**config.mk**
```make
export PLATFORM = sky130hd
export DESIGN_NAME = can_bit_timing_calculator
export DESIGN_NICKNAME = d
export VERILOG_FILES = /design/src/hdl/cbtc_pkg.sv /design/src/hdl/cbtc_div.sv /design/src/hdl/can_bit_timing_calculator.sv
export VERILOG_INCLUDE_DIRS = /design/src /design/src/hdl
export SDC_FILE = /design/constraint.sdc
export NUM_CORES = 1
export LEC_CHECK = 0
export ABC_AREA = 1
export BUFFER_PORTS_ARGS = -buffer_cell sky130_fd_sc_hd__buf_4
export CAP_MARGIN = 20
export CORE_MARGIN = 4
export CORE_UTILIZATION = 40
export CTS_BUF_LIST = sky130_fd_sc_hd__clkbuf_8
export CTS_CLUSTER_DIAMETER = 120
export CTS_CLUSTER_SIZE = 8
export DETAILED_ROUTE_END_ITERATION = 6
export GPL_TIMING_DRIVEN = 0
export REMOVE_ABC_BUFFERS = 1
export SLEW_MARGIN = 30
export SYNTH_ARGS = -nofsm -noshare
export SYNTH_HDL_FRONTEND = slang
export SYNTH_SLANG_ARGS = --single-unit
```
**constraint.sdc**
```tcl
create_clock -name clock -period 7.7 [get_ports clock]
set_input_delay 1.54 -clock clock [delete_from_list [all_inputs] [get_ports clock]]
set_output_delay 1.54 -clock clock [all_outputs]
set_load 0.01 [all_outputs]
```
**src/hdl/can_bit_timing_calculator_macros.svh**
```systemverilog
// Assertion macros shared by the CAN bit-timing calculator RTL.
`ifndef CAN_BIT_TIMING_CALCULATOR_MACROS_SVH
`define CAN_BIT_TIMING_CALCULATOR_MACROS_SVH
`ifndef SYNTHESIS
// Same-cycle implication checked at every rising clock edge outside reset.
`define CBTC_ASSERT_IMPL(label, clk, rst, ante, cons) \
   label: assert property (@(posedge clk) disable iff (rst) (ante) |-> (cons)) \
      else $error("CAN bit-timing calculator assertion failed");
// Next-cycle implication checked at every rising clock edge outside reset.
`define CBTC_ASSERT_NEXT(label, clk, rst, ante, cons) \
   label: assert property (@(posedge clk) disable iff (rst) (ante) |=> (cons)) \
      else $error("CAN bit-timing calculator assertion failed");
`else
`define CBTC_ASSERT_IMPL(label, clk, rst, ante, cons)
`define CBTC_ASSERT_NEXT(label, clk, rst, ante, cons)
`endif
`endif

```
**src/hdl/cbtc_pkg.sv**
```systemverilog
// Package with types, codes and constants of the CAN bit-timing calculator.
`timescale 1ns / 1ps
package cbtc_pkg;

   localparam int RATE_W   = 10;
   localparam int OSC_W    = 6;
   localparam int NUM_W    = 15;
   localparam int STATUS_W = 2;
   localparam int CNF_W    = 8;

   localparam int NUM_SCALE = 500;

   localparam int DEF_MAX_QUANTA      = 25;
   localparam int DEF_PRESCALER_TRIES = 8;

   localparam logic [OSC_W-1:0]  OSC_RESET    = 6'd16;
   localparam logic [RATE_W-1:0] SPECIAL_RATE = 10'd83;
   localparam logic [CNF_W-1:0]  SPECIAL_CNF1 = 8'h03;
   localparam logic [CNF_W-1:0]  SPECIAL_CNF2 = 8'hBE;
   localparam logic [CNF_W-1:0]  SPECIAL_CNF3 = 8'h07;
   localparam logic [CNF_W-1:0]  CNF2_LENGTH_MODE = 8'h80;

   // floor(4*q/5) computed as (4*q*205) >> 10, exact for 4*q below 1024.
   localparam int SPT_RECIP = 205;
   localparam int SPT_SHIFT = 10;

   localparam int SEG_MAX     = 8;
   localparam int SEG_MIN     = 1;
   localparam int PHASE2_MIN  = 2;

   localparam logic [STATUS_W-1:0] STATUS_OK           = 2'd0;
   localparam logic [STATUS_W-1:0] STATUS_NO_PRESCALER = 2'd1;
   localparam logic [STATUS_W-1:0] STATUS_BAD_SEGMENTS = 2'd2;

   typedef enum logic [2:0] {
      ST_IDLE,
      ST_DIV_START,
      ST_DIV_WAIT,
      ST_SEGMENT,
      ST_RESULT
   } state_type;

   typedef struct packed {
      logic busy;
      logic done;
   } div_status_type;

endpackage

```
**src/hdl/cbtc_div.sv**
```systemverilog
// Restoring unsigned divider producing one quotient bit per cycle.
`timescale 1ns / 1ps
module cbtc_div
   import cbtc_pkg::*;
#(
   parameter int DIVIDEND_W = NUM_W,
   parameter int DIVISOR_W  = 16
) (
   input  logic                  clock,
   input  logic                  reset,
   input  logic                  start,
   input  logic [DIVIDEND_W-1:0] dividend,
   input  logic [DIVISOR_W-1:0]  divisor,
   output div_status_type        status,
   output logic [DIVIDEND_W-1:0] quotient,
   output logic [DIVISOR_W-1:0]  remainder
);

   localparam int CNT_W = $clog2(DIVIDEND_W + 1);

   logic [DIVIDEND_W-1:0] quo_ff, quo_in;
   logic [DIVISOR_W-1:0]  rem_ff, rem_in;
   logic [DIVISOR_W-1:0]  dsr_ff, dsr_in;
   logic [CNT_W-1:0]      cnt_ff, cnt_in;
   logic                  busy_ff, busy_in;
   logic                  done_ff, done_in;
   logic [DIVISOR_W:0]    trial;
   logic [DIVISOR_W:0]    diff;
   logic                  fits;

   always_comb begin
      trial = {rem_ff, quo_ff[DIVIDEND_W-1]};
      diff  = trial - {1'b0, dsr_ff};
      fits  = (trial >= {1'b0, dsr_ff});
      quo_in  = quo_ff;
      rem_in  = rem_ff;
      dsr_in  = dsr_ff;
      cnt_in  = cnt_ff;
      busy_in = busy_ff;
      done_in = 1'b0;
      if (start) begin
         quo_in  = dividend;
         rem_in  = '0;
         dsr_in  = divisor;
         cnt_in  = CNT_W'(DIVIDEND_W);
         busy_in = 1'b1;
      end else if (busy_ff) begin
         quo_in = {quo_ff[DIVIDEND_W-2:0], fits};
         rem_in = fits ? diff[DIVISOR_W-1:0] : trial[DIVISOR_W-1:0];
         cnt_in = cnt_ff - CNT_W'(1);
         if (cnt_ff == CNT_W'(1)) begin
            busy_in = 1'b0;
            done_in = 1'b1;
         end
      end
   end

   always_ff @(posedge clock) begin
      if (reset) begin
         cnt_ff  <= '0;
         busy_ff <= 1'b0;
         done_ff <= 1'b0;
      end else begin
         cnt_ff  <= cnt_in;
         busy_ff <= busy_in;
         done_ff <= done_in;
      end
      quo_ff <= quo_in;
      rem_ff <= rem_in;
      dsr_ff <= dsr_in;
   end

   assign status.busy = busy_ff;
   assign status.done = done_ff;
   assign quotient    = quo_ff;
   assign remainder   = rem_ff;

endmodule

```
**src/hdl/can_bit_timing_calculator.sv**
```systemverilog
// Top level of the CAN bit-timing calculator: sequencer, segment logic and ports.
// Sequence: a rate of 83 or 0 goes from the accepting state straight to the result; any
// other rate runs one divider pass per prescaler try, until a fit leads to the segment
// state or the last try fails; the result state loads the response when the output is free.
// Throughput: one transaction at a time, ready again in the cycle after the response is
// loaded; each try starts the divider in DIV_START and waits for it in DIV_WAIT.
// Reset: synchronous, active high; osc_mhz returns to 16 and the block is idle.
`timescale 1ns / 1ps
module can_bit_timing_calculator
   import cbtc_pkg::*;
#(
   parameter int MAX_QUANTA      = DEF_MAX_QUANTA,
   parameter int PRESCALER_TRIES = DEF_PRESCALER_TRIES
) (
   input  logic        clock,
   input  logic        reset,
   // Configuration write channel for osc_mhz.
   input  logic        csr_valid,
   output logic        csr_ready,
   input  logic [5:0]  csr_wdata,     // osc_mhz[5:0]
   // Request channel.
   input  logic        req_tvalid,
   output logic        req_tready,
   input  logic [15:0] req_tdata,     // bit_rate_kbps[9:0], zero padding [15:10]
   // Response channel.
   output logic        rsp_tvalid,
   input  logic        rsp_tready,
   output logic [23:0] rsp_tdata,     // cnf1[7:0], cnf2[15:8], cnf3[23:16]
   output logic [1:0]  rsp_tuser      // status[1:0]
);

`include "can_bit_timing_calculator_macros.svh"

   // The search walks prescaler values in order. The denominator (p+1)*rate is kept
   // as a running sum so that each try only adds the rate once; the division itself
   // goes through one shared bit-serial divider.
   localparam int BRP_W = (PRESCALER_TRIES > 1) ? $clog2(PRESCALER_TRIES) : 1;
   localparam int DEN_W = RATE_W + BRP_W;
   localparam int Q_W   = $clog2(MAX_QUANTA + 1);
   localparam int X_W   = Q_W + 2;
   localparam int P_W   = X_W + 8;
   localparam int SW    = Q_W + 3;
   localparam int RES_W = 3 * CNF_W;

   state_type                state_ff, state_in;
   logic [OSC_W-1:0]         osc_ff, osc_in;
   logic [RATE_W-1:0]        rate_ff, rate_in;
   logic [NUM_W-1:0]         num_ff, num_in;
   logic [DEN_W-1:0]         den_ff, den_in;
   logic [BRP_W-1:0]         brp_ff, brp_in;
   logic [Q_W-1:0]           quanta_ff, quanta_in;
   logic [RES_W-1:0]         pend_cnf_ff, pend_cnf_in;
   logic [STATUS_W-1:0]      pend_status_ff, pend_status_in;
   logic                     rsp_tvalid_ff, rsp_tvalid_in;
   logic [RES_W-1:0]         rsp_tdata_ff, rsp_tdata_in;
   logic [STATUS_W-1:0]      rsp_tuser_ff, rsp_tuser_in;

   logic                     req_accept;
   logic                     div_start;
   logic                     out_load;
   logic                     quanta_fit;
   logic                     last_try;
   logic                     seg_bad;
   logic [RES_W-1:0]         seg_cnf;
   logic [RATE_W-1:0]        req_rate;

   div_status_type           div_status;
   logic [NUM_W-1:0]         div_quo;
   logic [DEN_W-1:0]         div_rem;

   cbtc_div #(
      .DIVIDEND_W (NUM_W),
      .DIVISOR_W  (DEN_W)
   ) u_div (
      .clock     (clock),
      .reset     (reset),
      .start     (div_start),
      .dividend  (num_ff),
      .divisor   (den_ff),
      .status    (div_status),
      .quotient  (div_quo),
      .remainder (div_rem)
   );

   assign req_rate   = req_tdata[RATE_W-1:0];
   assign req_accept = req_tvalid && req_tready;

   // A try succeeds when the division is exact and the quantum count is in range.
   assign quanta_fit = (div_rem == '0) && (div_quo != '0) &&
                       (div_quo <= NUM_W'(MAX_QUANTA));
   assign last_try   = (brp_ff == BRP_W'(PRESCALER_TRIES - 1));

   // Segment split of the found quantum count. The sample point is floor(0.8*q),
   // done as a constant reciprocal multiply; phase 2 is what remains after it.
   always_comb begin
      logic [X_W-1:0]  x4;
      logic [P_W-1:0]  scaled;
      logic [Q_W-1:0]  spt;
      logic [Q_W-1:0]  prop_u;
      logic [SW-1:0]   prop_s;
      logic [SW-1:0]   ps1_s;
      logic [SW-1:0]   ps2_s;
      logic [SW-1:0]   sum_s;
      x4     = {quanta_ff, 2'b00};
      scaled = P_W'(x4) * P_W'(SPT_RECIP);
      spt    = Q_W'(scaled >> SPT_SHIFT);
      prop_u = (spt != '0) ? ((spt - Q_W'(1)) >> 1) : '0;
      prop_s = SW'(prop_u);
      ps1_s  = SW'(spt) - prop_s - SW'(1);
      ps2_s  = SW'(quanta_ff) - SW'(spt);
      sum_s  = prop_s + ps1_s;
      seg_bad = ($signed(prop_s) < $signed(SW'(SEG_MIN)))    ||
                ($signed(prop_s) > $signed(SW'(SEG_MAX)))    ||
                ($signed(ps1_s)  < $signed(SW'(SEG_MIN)))    ||
                ($signed(ps1_s)  > $signed(SW'(SEG_MAX)))    ||
                ($signed(ps2_s)  < $signed(SW'(PHASE2_MIN))) ||
                ($signed(ps2_s)  > $signed(SW'(SEG_MAX)))    ||
                ($signed(sum_s)  < $signed(ps2_s));
      seg_cnf = {
         {5'b00000, ps2_s[2:0] - 3'd1},
         CNF2_LENGTH_MODE | {2'b00, ps1_s[2:0] - 3'd1, prop_s[2:0] - 3'd1},
         {{(CNF_W-BRP_W){1'b0}}, brp_ff}
      };
   end

   // Next-state logic of the sequencer.
   always_comb begin
      state_in = state_ff;
      unique case (state_ff)
         ST_IDLE: begin
            if (req_accept) begin
               if ((req_rate == SPECIAL_RATE) || (req_rate == '0)) begin
                  state_in = ST_RESULT;
               end else begin
                  state_in = ST_DIV_START;
               end
            end
         end
         ST_DIV_START: begin
            state_in = ST_DIV_WAIT;
         end
         ST_DIV_WAIT: begin
            if (div_status.done) begin
               if (quanta_fit) begin
                  state_in = ST_SEGMENT;
               end else if (last_try) begin
                  state_in = ST_RESULT;
               end else begin
                  state_in = ST_DIV_START;
               end
            end
         end
         ST_SEGMENT: begin
            state_in = ST_RESULT;
         end
         ST_RESULT: begin
            if (!rsp_tvalid_ff || rsp_tready) begin
               state_in = ST_IDLE;
            end
         end
         default: begin
            state_in = ST_IDLE;
         end
      endcase
   end

   // Output decode of the sequencer.
   always_comb begin
      req_tready = 1'b0;
      div_start  = 1'b0;
      out_load   = 1'b0;
      unique case (state_ff)
         ST_IDLE:      req_tready = 1'b1;
         ST_DIV_START: div_start  = 1'b1;
         ST_DIV_WAIT:  ;
         ST_SEGMENT:   ;
         ST_RESULT:    out_load   = !rsp_tvalid_ff || rsp_tready;
         default:      ;
      endcase
   end

   // Datapath registers of the search and the response skid register.
   always_comb begin
      osc_in         = osc_ff;
      rate_in        = rate_ff;
      num_in         = num_ff;
      den_in         = den_ff;
      brp_in         = brp_ff;
      quanta_in      = quanta_ff;
      pend_cnf_in    = pend_cnf_ff;
      pend_status_in = pend_status_ff;
      rsp_tvalid_in  = rsp_tvalid_ff;
      rsp_tdata_in   = rsp_tdata_ff;
      rsp_tuser_in   = rsp_tuser_ff;

      if (csr_valid) begin
         osc_in = csr_wdata[OSC_W-1:0];
      end

      if (req_accept) begin
         rate_in = req_rate;
         num_in  = NUM_W'(osc_ff * NUM_SCALE);
         den_in  = DEN_W'(req_rate);
         brp_in  = '0;
         if (req_rate == SPECIAL_RATE) begin
            pend_cnf_in    = {SPECIAL_CNF3, SPECIAL_CNF2, SPECIAL_CNF1};
            pend_status_in = STATUS_OK;
         end else begin
            // A zero rate can never give an exact count and is reported at once.
            pend_cnf_in    = '0;
            pend_status_in = STATUS_NO_PRESCALER;
         end
      end

      if ((state_ff == ST_DIV_WAIT) && div_status.done) begin
         if (quanta_fit) begin
            quanta_in = Q_W'(div_quo);
         end else if (last_try) begin
            pend_cnf_in    = '0;
            pend_status_in = STATUS_NO_PRESCALER;
         end else begin
            brp_in = brp_ff + BRP_W'(1);
            den_in = den_ff + DEN_W'(rate_ff);
         end
      end

      if (state_ff == ST_SEGMENT) begin
         if (seg_bad) begin
            pend_cnf_in    = '0;
            pend_status_in = STATUS_BAD_SEGMENTS;
         end else begin
            pend_cnf_in    = seg_cnf;
            pend_status_in = STATUS_OK;
         end
      end

      if (rsp_tvalid_ff && rsp_tready) begin
         rsp_tvalid_in = 1'b0;
      end
      if (out_load) begin
         rsp_tvalid_in = 1'b1;
         rsp_tdata_in  = pend_cnf_ff;
         rsp_tuser_in  = pend_status_ff;
      end
   end

   always_ff @(posedge clock) begin
      if (reset) begin
         state_ff      <= ST_IDLE;
         osc_ff        <= OSC_RESET;
         rsp_tvalid_ff <= 1'b0;
      end else begin
         state_ff      <= state_in;
         osc_ff        <= osc_in;
         rsp_tvalid_ff <= rsp_tvalid_in;
      end
      rate_ff        <= rate_in;
      num_ff         <= num_in;
      den_ff         <= den_in;
      brp_ff         <= brp_in;
      quanta_ff      <= quanta_in;
      pend_cnf_ff    <= pend_cnf_in;
      pend_status_ff <= pend_status_in;
      rsp_tdata_ff   <= rsp_tdata_in;
      rsp_tuser_ff   <= rsp_tuser_in;
   end

   // The configuration register takes a write in any cycle.
   assign csr_ready  = 1'b1;
   assign rsp_tvalid = rsp_tvalid_ff;
   assign rsp_tdata  = rsp_tdata_ff;
   assign rsp_tuser  = rsp_tuser_ff;

   // A new transaction is never taken while the divider is still working.
   `CBTC_ASSERT_IMPL(a_accept_div_idle, clock, reset, req_accept, !div_status.busy)
   // The divider only reports completion while the sequencer waits for it.
   `CBTC_ASSERT_IMPL(a_done_in_wait, clock, reset, div_status.done, state_ff == ST_DIV_WAIT)
   // A failed transaction carries all-zero configuration bytes.
   `CBTC_ASSERT_IMPL(a_fail_zero, clock, reset, rsp_tvalid && (rsp_tuser != STATUS_OK),
                     rsp_tdata == '0)
   // A successful transaction always sets the length mode bit of cnf2.
   `CBTC_ASSERT_IMPL(a_ok_length_mode, clock, reset, rsp_tvalid && (rsp_tuser == STATUS_OK),
                     rsp_tdata[15])
   // Loading the response register always presents a response in the next cycle.
   `CBTC_ASSERT_NEXT(a_load_shows, clock, reset, out_load, rsp_tvalid)

endmodule

```
# After elaboration in Yosys (flattened, before gate mapping)
# Index checks and enable logic that the tools add are counted.
# totals
elab_cells	121
mem_bits_rw	0
output_inout_bits	29
ff_bits	153
rom_bits	0
latchBits	0
memories	0
input_bits	27
# op_classes
n_eq_ne	10
add_sub_neg	12
bitwise_logic	1
n_shift	0
div_mod_pow	0
n_mux	44
reduce_logical	24
mul	2
magnitude_cmp	9
# op_table
cell	count
$mux 24	5
$mux 13	5
$mux 19	2
$mux 15	2
$mux 3	10
$le 15x5->1 const B	1
$pmux 3 s5	1
$reduce_bool 15->1	1
$ge 14x13->1	1
$add 13x10->13	1
$logic_not 13->1	1
$mul 5x8->13 const B	1
$mul 6x7->13 const B	1
$sub 13x13->13	1
$mux 2	6
$mux 4	3
$eq 10x7->1 const B	1
$logic_not 10->1	1
$mux 1	10
$sub 3x1->3 const B	3
$add 5x7->8	1
$logic_or 1x1->1	8
$lt 8x6->1	1
$gt 7x5->1 const B	1
other kinds (26)	34

# Longest topological paths before layout
# Gate-level depths: netlist (run 1).
# logic_depth
ltp_word	13
mapped_depth	51
mapped_depth_nobuf	51

# Hierarchy
# Synthesis (run 1) repeated with hierarchy kept, for this count alone.
# hier_totals
cells_unflattened	1153
hier_area_um2	9733.1
# by_module_without_submodules
mod	seq_area_each_um2	area_each_um2	cells_per_inst	instances
can_bit_timing_calculator	2662.6	6832.8	773	1
cbtc_div	1221.2	2900.3	380	1

# Worst setup path before layout (run 1)
# Ideal clock, no wire load.
# synth_timing
path_kind	register to register
startpoint	reg quanta_ff[3]
endpoint	reg pend_cnf_ff[12]
slack_ns	1.504
synth_period_minus_slack_ns	6.196
n_path_buf	1
required_ns	7.641
arrival_time_ns	6.137
setup_ns	0.059
path_stages_with_launch	46
cell_sequence	edfxtp_1 > inv_1 > ha_1 > inv_1 > ha_1 > fa_1 > ha_1 > a21oi_1 > nor2_1 > nor2_1 > nand3b_1 > nand2_2 > ha_1 > inv_1 > nor2_4 > nand3_4 > nand2_1 > inv_1 > [... 10 more ...] > xnor2_1 > inv_1 > ha_1 > inv_1 > nor2_1 > o21ai_0 > nand2_1 > nand2_1 > inv_1 > nand3_1 > nor2_1 > nand2_1 > nor2_1 > nand2_1 > nor2_4 > buf_6 > nand4_1 > nand2_1
# synth_via
elab_chain_len	13
word_cells_on_any_way	24
cone_classes	add/sub (6); mul (1); order compare (7); mux (3); reduce/logical (7)
# synth_lines
element	line_no	rtl
start, declared	can_bit_timing_calculator.sv:51	logic [Q_W-1:0] quanta_ff, quanta_in;
start signal, assigned	can_bit_timing_calculator.sv:261	quanta_ff <= quanta_in;
parallel branches: the longest is 11 deep, another holds $mul 5x8->13	n/a	
$mux 19 (*)	can_bit_timing_calculator.sv:228	if (seg_bad) begin
$mux 24 (*)	can_bit_timing_calculator.sv:227	if (state_ff == ST_SEGMENT) begin
via pend_cnf_in[12]	can_bit_timing_calculator.sv:52	logic [RES_W-1:0] pend_cnf_ff, pend_cnf_in;
end signal, assigned	can_bit_timing_calculator.sv:262	pend_cnf_ff <= pend_cnf_in;
end, declared	can_bit_timing_calculator.sv:52	
# Mark *: on every way through the listed nets, which the timed path passes.
# A chain may end at the register's enable or synchronous reset.

# Worst setup path in the final report (run 1)
# layout_timing
startpoint	reg quanta_ff[3]
endpoint	reg pend_cnf_ff[13]
# The elaborated chain is that of the path after synthesis.

==> metrics.txt, run 1 <==
DP HPWL 13800 um; Critical Path End Type flop; fraction of layout cells with a size suffix above 1 0.133; CP startpoint kind flop; number of flops mapped to enable cells by yosys 82; CP endpoint pend_cnf_ff[13]; Design Power 2.82 mW; Crit path top cell by count nand2_1; CP required 8.10 ns; Placer Congestion 0.811; clock root buffer clkbuf_8; FF+latch count, synth 153; placed instance area 10000 um^2; Static Leak 4.92 nW; Clock Skew 0.0206 ns; nets 1274; Hold Path Class flop to flop; DIE HEIGHT 160 um; DR vias 6949; CP Max Fanout 8; DRT Pass-1 Iters 4; CTS tree done; final core utilization 0.458; status finished, final reports clean; DIE AREA 25700 um^2; maximum VDD drop 0.000187 V; Max Fclk 144 MHz; setup TNS 0 ns; row count 55; Clock Latency Late Sink 0.45 ns; Worst R2R End pend_cnf_ff[13]; CTS Hold Bufs 0; CP Launch Point quanta_ff[3]; total CTS buffers 17; smallest hold slack 0.428 ns; Die Span X 160 um; FFs w/ async S/R, synth 0; Cell Pwr Density 271 nW/um^2; max incr delay on CP 0.47 ns; Worst EP arrival 7.33 ns; synth warn 0; top cell type's share of synthesized area 0.266; final-report hold violation count 0; fin crit period 6.93 ns; vias in the first global route 6573; Worst Tran Pin Value 0.865 ns; antenna-violating nets left 0; antenna violations before repair 0; # DRC 0; RSZ-0062 raised after global routing no; final setup fails 0; Non-Filler Cell Area, Final 10400 um^2; vias per cell 4.86; Final period util 0.899; largest net degree at the start of global routing 28; Mapped Avg Cell Area 8.65 um^2; Seq. cell area 3880 um^2; n_diodes 0; Worst slew margin 0.421; post-synthesis sequential area ratio 0.419; clock slew at reported path FFs 0.09 ns; CP max-delay cell edfxtp_1; DRT Wirelength 17700 um; clock tree buffer depth 2; Yosys top cell by area edfxtp_1; Mapped Cells 1072; CTS sink cnt 153; maxcap violations 0; Area Overhead vs Synth 12.2%; starting density of the core 0.408; DR iter-0 viols 348; H-tree depth 4; Pins Over Slew Limit 0; worst-case reg-to-reg path depth 49; DR WL/cell 12.4 um; Tot GR Track Use 0.143; synth top area cells edfxtp_1, dfxtp_1, ha_1, nand2_1, inv_1; io pins 56; grt ovf 0; Main synth FF type edfxtp_1; Reg2Reg Launch Point quanta_ff[3]; Reg2Reg Setup Slack 0.77 ns; # fillers 2249; number of port buffers 48; Multi-input gate area 4660 um^2; CP Class flop to flop; Core Region 22700 um^2; synthesized cell area 9270 um^2; global-route wire length before repair 30700 um; synth unique cells 47
## metrics by stage
stage / std cells / setup WS, ns
final: 1430 / 0.774
after CTS: 1427 / 0.500
after global placement: 1384 / 0.295
after floorplan: 1051 / 1.41
after detailed placement: 1395 / 0.532
after global routing: 1430 / 0.0408
## area by class of cell
| cell class | instances | area share |
|---|---|---|
| Timing Repair Buffer | 62 | 0.0455 |
| Tap cell | 285 | 0.0343 |
| Multi-Input combinational cell | 721 | 0.448 |
| Inverter | 177 | 0.0641 |
| Clock buffer | 18 | 0.0238 |
| Clock inverter | 14 | 0.0108 |
| Sequential cell | 153 | 0.373 |
## worst min-delay path by stage
stage,startpoint,endpoint,slack (ns),cells after the start
2_1_floorplan,den_ff[10],u_div.dsr_ff[10],0.41,0
3_3_place_gp,pend_cnf_ff[6],rsp_tdata[6],0.41,0
3_5_place_dp,den_ff[10],u_div.dsr_ff[10],0.42,0
4_1_cts,pend_cnf_ff[0],rsp_tdata[0],0.43,0
5_1_grt,pend_cnf_ff[0],rsp_tdata[0],0.45,0
6_report,pend_cnf_ff[0],rsp_tdata[0],0.43,0
## cells by family after synthesis
group / share of synthesized area
simple gates: 0.199
buf+inv: 0.0822
xor+xnor: 0.0255
flops: 0.419
other cells: 0.000405
fa+ha+maj: 0.170
compound gates: 0.104
## layer usage
layer	vias up	part of all wire	track usage
met5	-	0	0
li1	3672	-	-
met1	3176	0.50	0.196
met3	8	0.030	0.0255
met4	0	0.0076	0.0375
met2	93	0.46	0.234
## state kept, by name, indices dropped and copies added (netlist names)
name,flops
den_ff,13
brp_ff,3
u_div.cnt_ff,4
u_div.busy_ff,1
rsp_tuser,2
u_div.quotient,15
u_div.remainder,13
quanta_ff,5
rate_ff,10
pend_status_ff,2
num_ff,13
osc_ff,6
rsp_tvalid,1
pend_cnf_ff,24
rsp_tdata,24
state_ff,3
u_div.dsr_ff,13
u_div.done_ff,1
## what timing repair did
item                       4_1_cts  5_1_grt
buffers inserted                 0        3
resized for setup                0        1
setup endpoints to repair        0       10
## synthesized netlist by cell type (14+ instances only)
cell type and instances:
a21oi_1 76, clkbuf_1 17, dfxtp_1 71, edfxtp_1 82, fa_1 18, ha_1 97
inv_1 166, nand2_1 205, nand2_2 18, nand3_1 44, nand4_1 21, nor2_1 76
o21ai_0 63, xnor2_1 14
## report_power, final
part	switching [mW]	internal (mW)	total [mW]
registers	0.111	1.11	1.22
logic	0.641	0.396	1.04
clock network	0.324	0.239	0.563
## worst max-delay path: cells and delay by family, from the launching register on
kind            cells  cell delay, ns
xor+xnor            1            0.16
fa+ha+maj           8            2.57
buf+inv             9            0.64
flops               1            0.47
compound gates      3            0.50
simple gates       28            2.55
## cell usage in the layout (no fill, tap or decap), types with 3 or more instances in the layout
cell type and count:
nand2_1 204, inv_1 166, ha_1 97, edfxtp_1 82, a21oi_1 76, nor2_1 74
dfxtp_1 71, o21ai_0 63, buf_4 56, nand3_1 44, nand4_1 21, nand2_2 19
fa_1 18, clkbuf_8 18, xnor2_1 14, xor2_1 12, o22ai_1 12, inv_2 9
nand2_4 7, nand3_2 5, nand3b_1 5, a31oi_1 5, or2_2 5, nor3_1 5
buf_2 5, a21o_1 4, o21bai_1 4, inv_6 4, nor3_2 3, nor2_4 3
clkinv_4 3
No activity file was read; power rests on OpenSTA's default activity.
==> run 2, diff against run 1 <==
Settings changed: SYNTH_HIERARCHICAL set to 1.
==> run 2 against run 1 <==
Effect of this change:
- maximum frequency shrank 2.4%
- core utilization increased by 0.23 points
- synthesized cell count up 7.5%
- area after synthesis up 4.9%
- clock skew decreased by 0.0049 ns
- sequential share of layout area fell by 1.7 points
- first-iteration DRC count is 12% higher
- final cell count is 8.0% higher
- die area grew 4.7%
- highest routed layer unchanged
==> metrics.txt, run 2 <==
Cell Pwr Density 272 nW/um^2; CP required 8.07 ns; CP Launch Point quanta_ff[3]; CP max-delay cell fa_1; Clock Latency Late Sink 0.44 ns; hold path start pend_cnf_ff[19]; clock root buffer clkbuf_8; Crit path top cell by count ha_1; Mapped Cells 1152; row count 56; # DRC 0; starting density of the core 0.411; CP startpoint kind flop; H-tree depth 4; io pins 56; Mapped Avg Cell Area 8.44 um^2; final core utilization 0.460; Tot GR Track Use 0.152; DRT Pass-1 Iters 5; synth warn 6; Max Fclk 141 MHz; fin crit period 7.10 ns; worst-case reg-to-reg path depth 38; Reg2Reg Launch Point quanta_ff[3]; status finished, final reports clean; Placer Congestion 0.847; Core Region 23700 um^2; vias in the first global route 7009; CP Max Fanout 7; total CTS buffers 17; vias per cell 4.74; Final WS setup 0.602 ns; DIE HEIGHT 164 um; synthesized cell area 9730 um^2; CTS sink cnt 153; CTS tree done; final-report hold violation count 0; DR vias 7320; Setup Fix Bufs, Post-CTS 0; CP Class flop to flop; maxcap violations 0; antenna violations before repair 0; n_diodes 0; global-route wire length before repair 33600 um; max incr delay on CP 0.55 ns; nets 1355; clock slew at reported path FFs 0.10 ns; PostCTS Resize Cnt 0; Worst slew margin 0.426; Area Overhead vs Synth 12.1%; Worst Path Buf+Inv 7; Worst Tran Pin Value 0.858 ns; Clock Skew 0.0157 ns; grt ovf 0; Worst path depth 38; Hold Path Class flop to flop; Static Leak 5.25 nW; most common cell after layout, fill and taps aside nand2_1; clock tree buffer depth 2; fraction of layout cells with a size suffix above 1 0.134; DP HPWL 15400 um; Pins Over Slew Limit 0; antenna-violating nets left 0; final setup fails 0; CTS Hold Bufs 0; Final period util 0.922; DRT Wirelength 19400 um; Critical Path End Type flop; DIE AREA 26900 um^2; Setup WS pre-CTS 0.467 ns; Die Span X 164 um; Worst EP arrival 7.47 ns; maximum VDD drop 0.000142 V; hold depth 2; DR iter-0 viols 391; largest net degree at the start of global routing 23; number of port buffers 48; CP delay by family, top adder cells; most frequent cells in the layout nand2_1, inv_1, ha_1; DR WL/cell 12.6 um
run 2: area by class of cell:
| type | count | area [um^2] |
|---|---|---|
| clock buffers | 17 | 234 |
| clock inverters | 15 | 171 |
| fillers | 2409 | 12800 |
| inverters | 212 | 798 |
| multi-input cells | 767 | 4930 |
| flip-flops and latches | 153 | 3880 |
| well taps | 319 | 399 |
| repair buffers | 62 | 479 |
run 2: power breakdown:
| group | internal [mW] | switching [mW] |
|---|---|---|
| logic | 0.420 | 0.712 |
| clock network | 0.276 | 0.341 |
| registers | 1.09 | 0.120 |
run 2: per-layer routing:
metal,GRT usage,vias up,wire [um]
li1,-,3864,-
met1,0.217,3366,9740
met2,0.250,81,9100
met3,0.0198,9,449
met4,0.0297,0,156
met5,0,-,0
run 2: path summary, 6_finish.rpt:
check                     to  slack, ns
max          pend_cnf_ff[18]       0.60
min          pend_cnf_ff[19]       0.43
max reg2reg  pend_cnf_ff[18]       0.60
min reg2reg  pend_cnf_ff[19]       0.43
run 2: tightest hold or removal path, delay by kind of cell (launching register included):
| kind | cells | cell delay, ns |
|---|---|---|
| buffers and inverters | 1 | 0.04 |
| flip-flops | 1 | 0.32 |
| AND/OR/NAND/NOR | 1 | 0.03 |
run 2: through the flow:
step | instance area, um^2 | total power, mW | setup TNS, ns | hold WS (ns) | instances
4_1_cts | 10900 | 2.99 | 0 | 0.433 | 1540
3_3_place_gp | 10400 | 2.33 | 0 | 0.412 | 1499
6_report | 10900 | 2.96 | 0 | 0.430 | 1545
3_5_place_dp | 10500 | 2.36 | 0 | 0.416 | 1508
2_1_floorplan | 9590 | 2.06 | 0 | 0.405 | 1132
5_1_grt | 10900 | 3.23 | -0.0330 | 0.453 | 1545
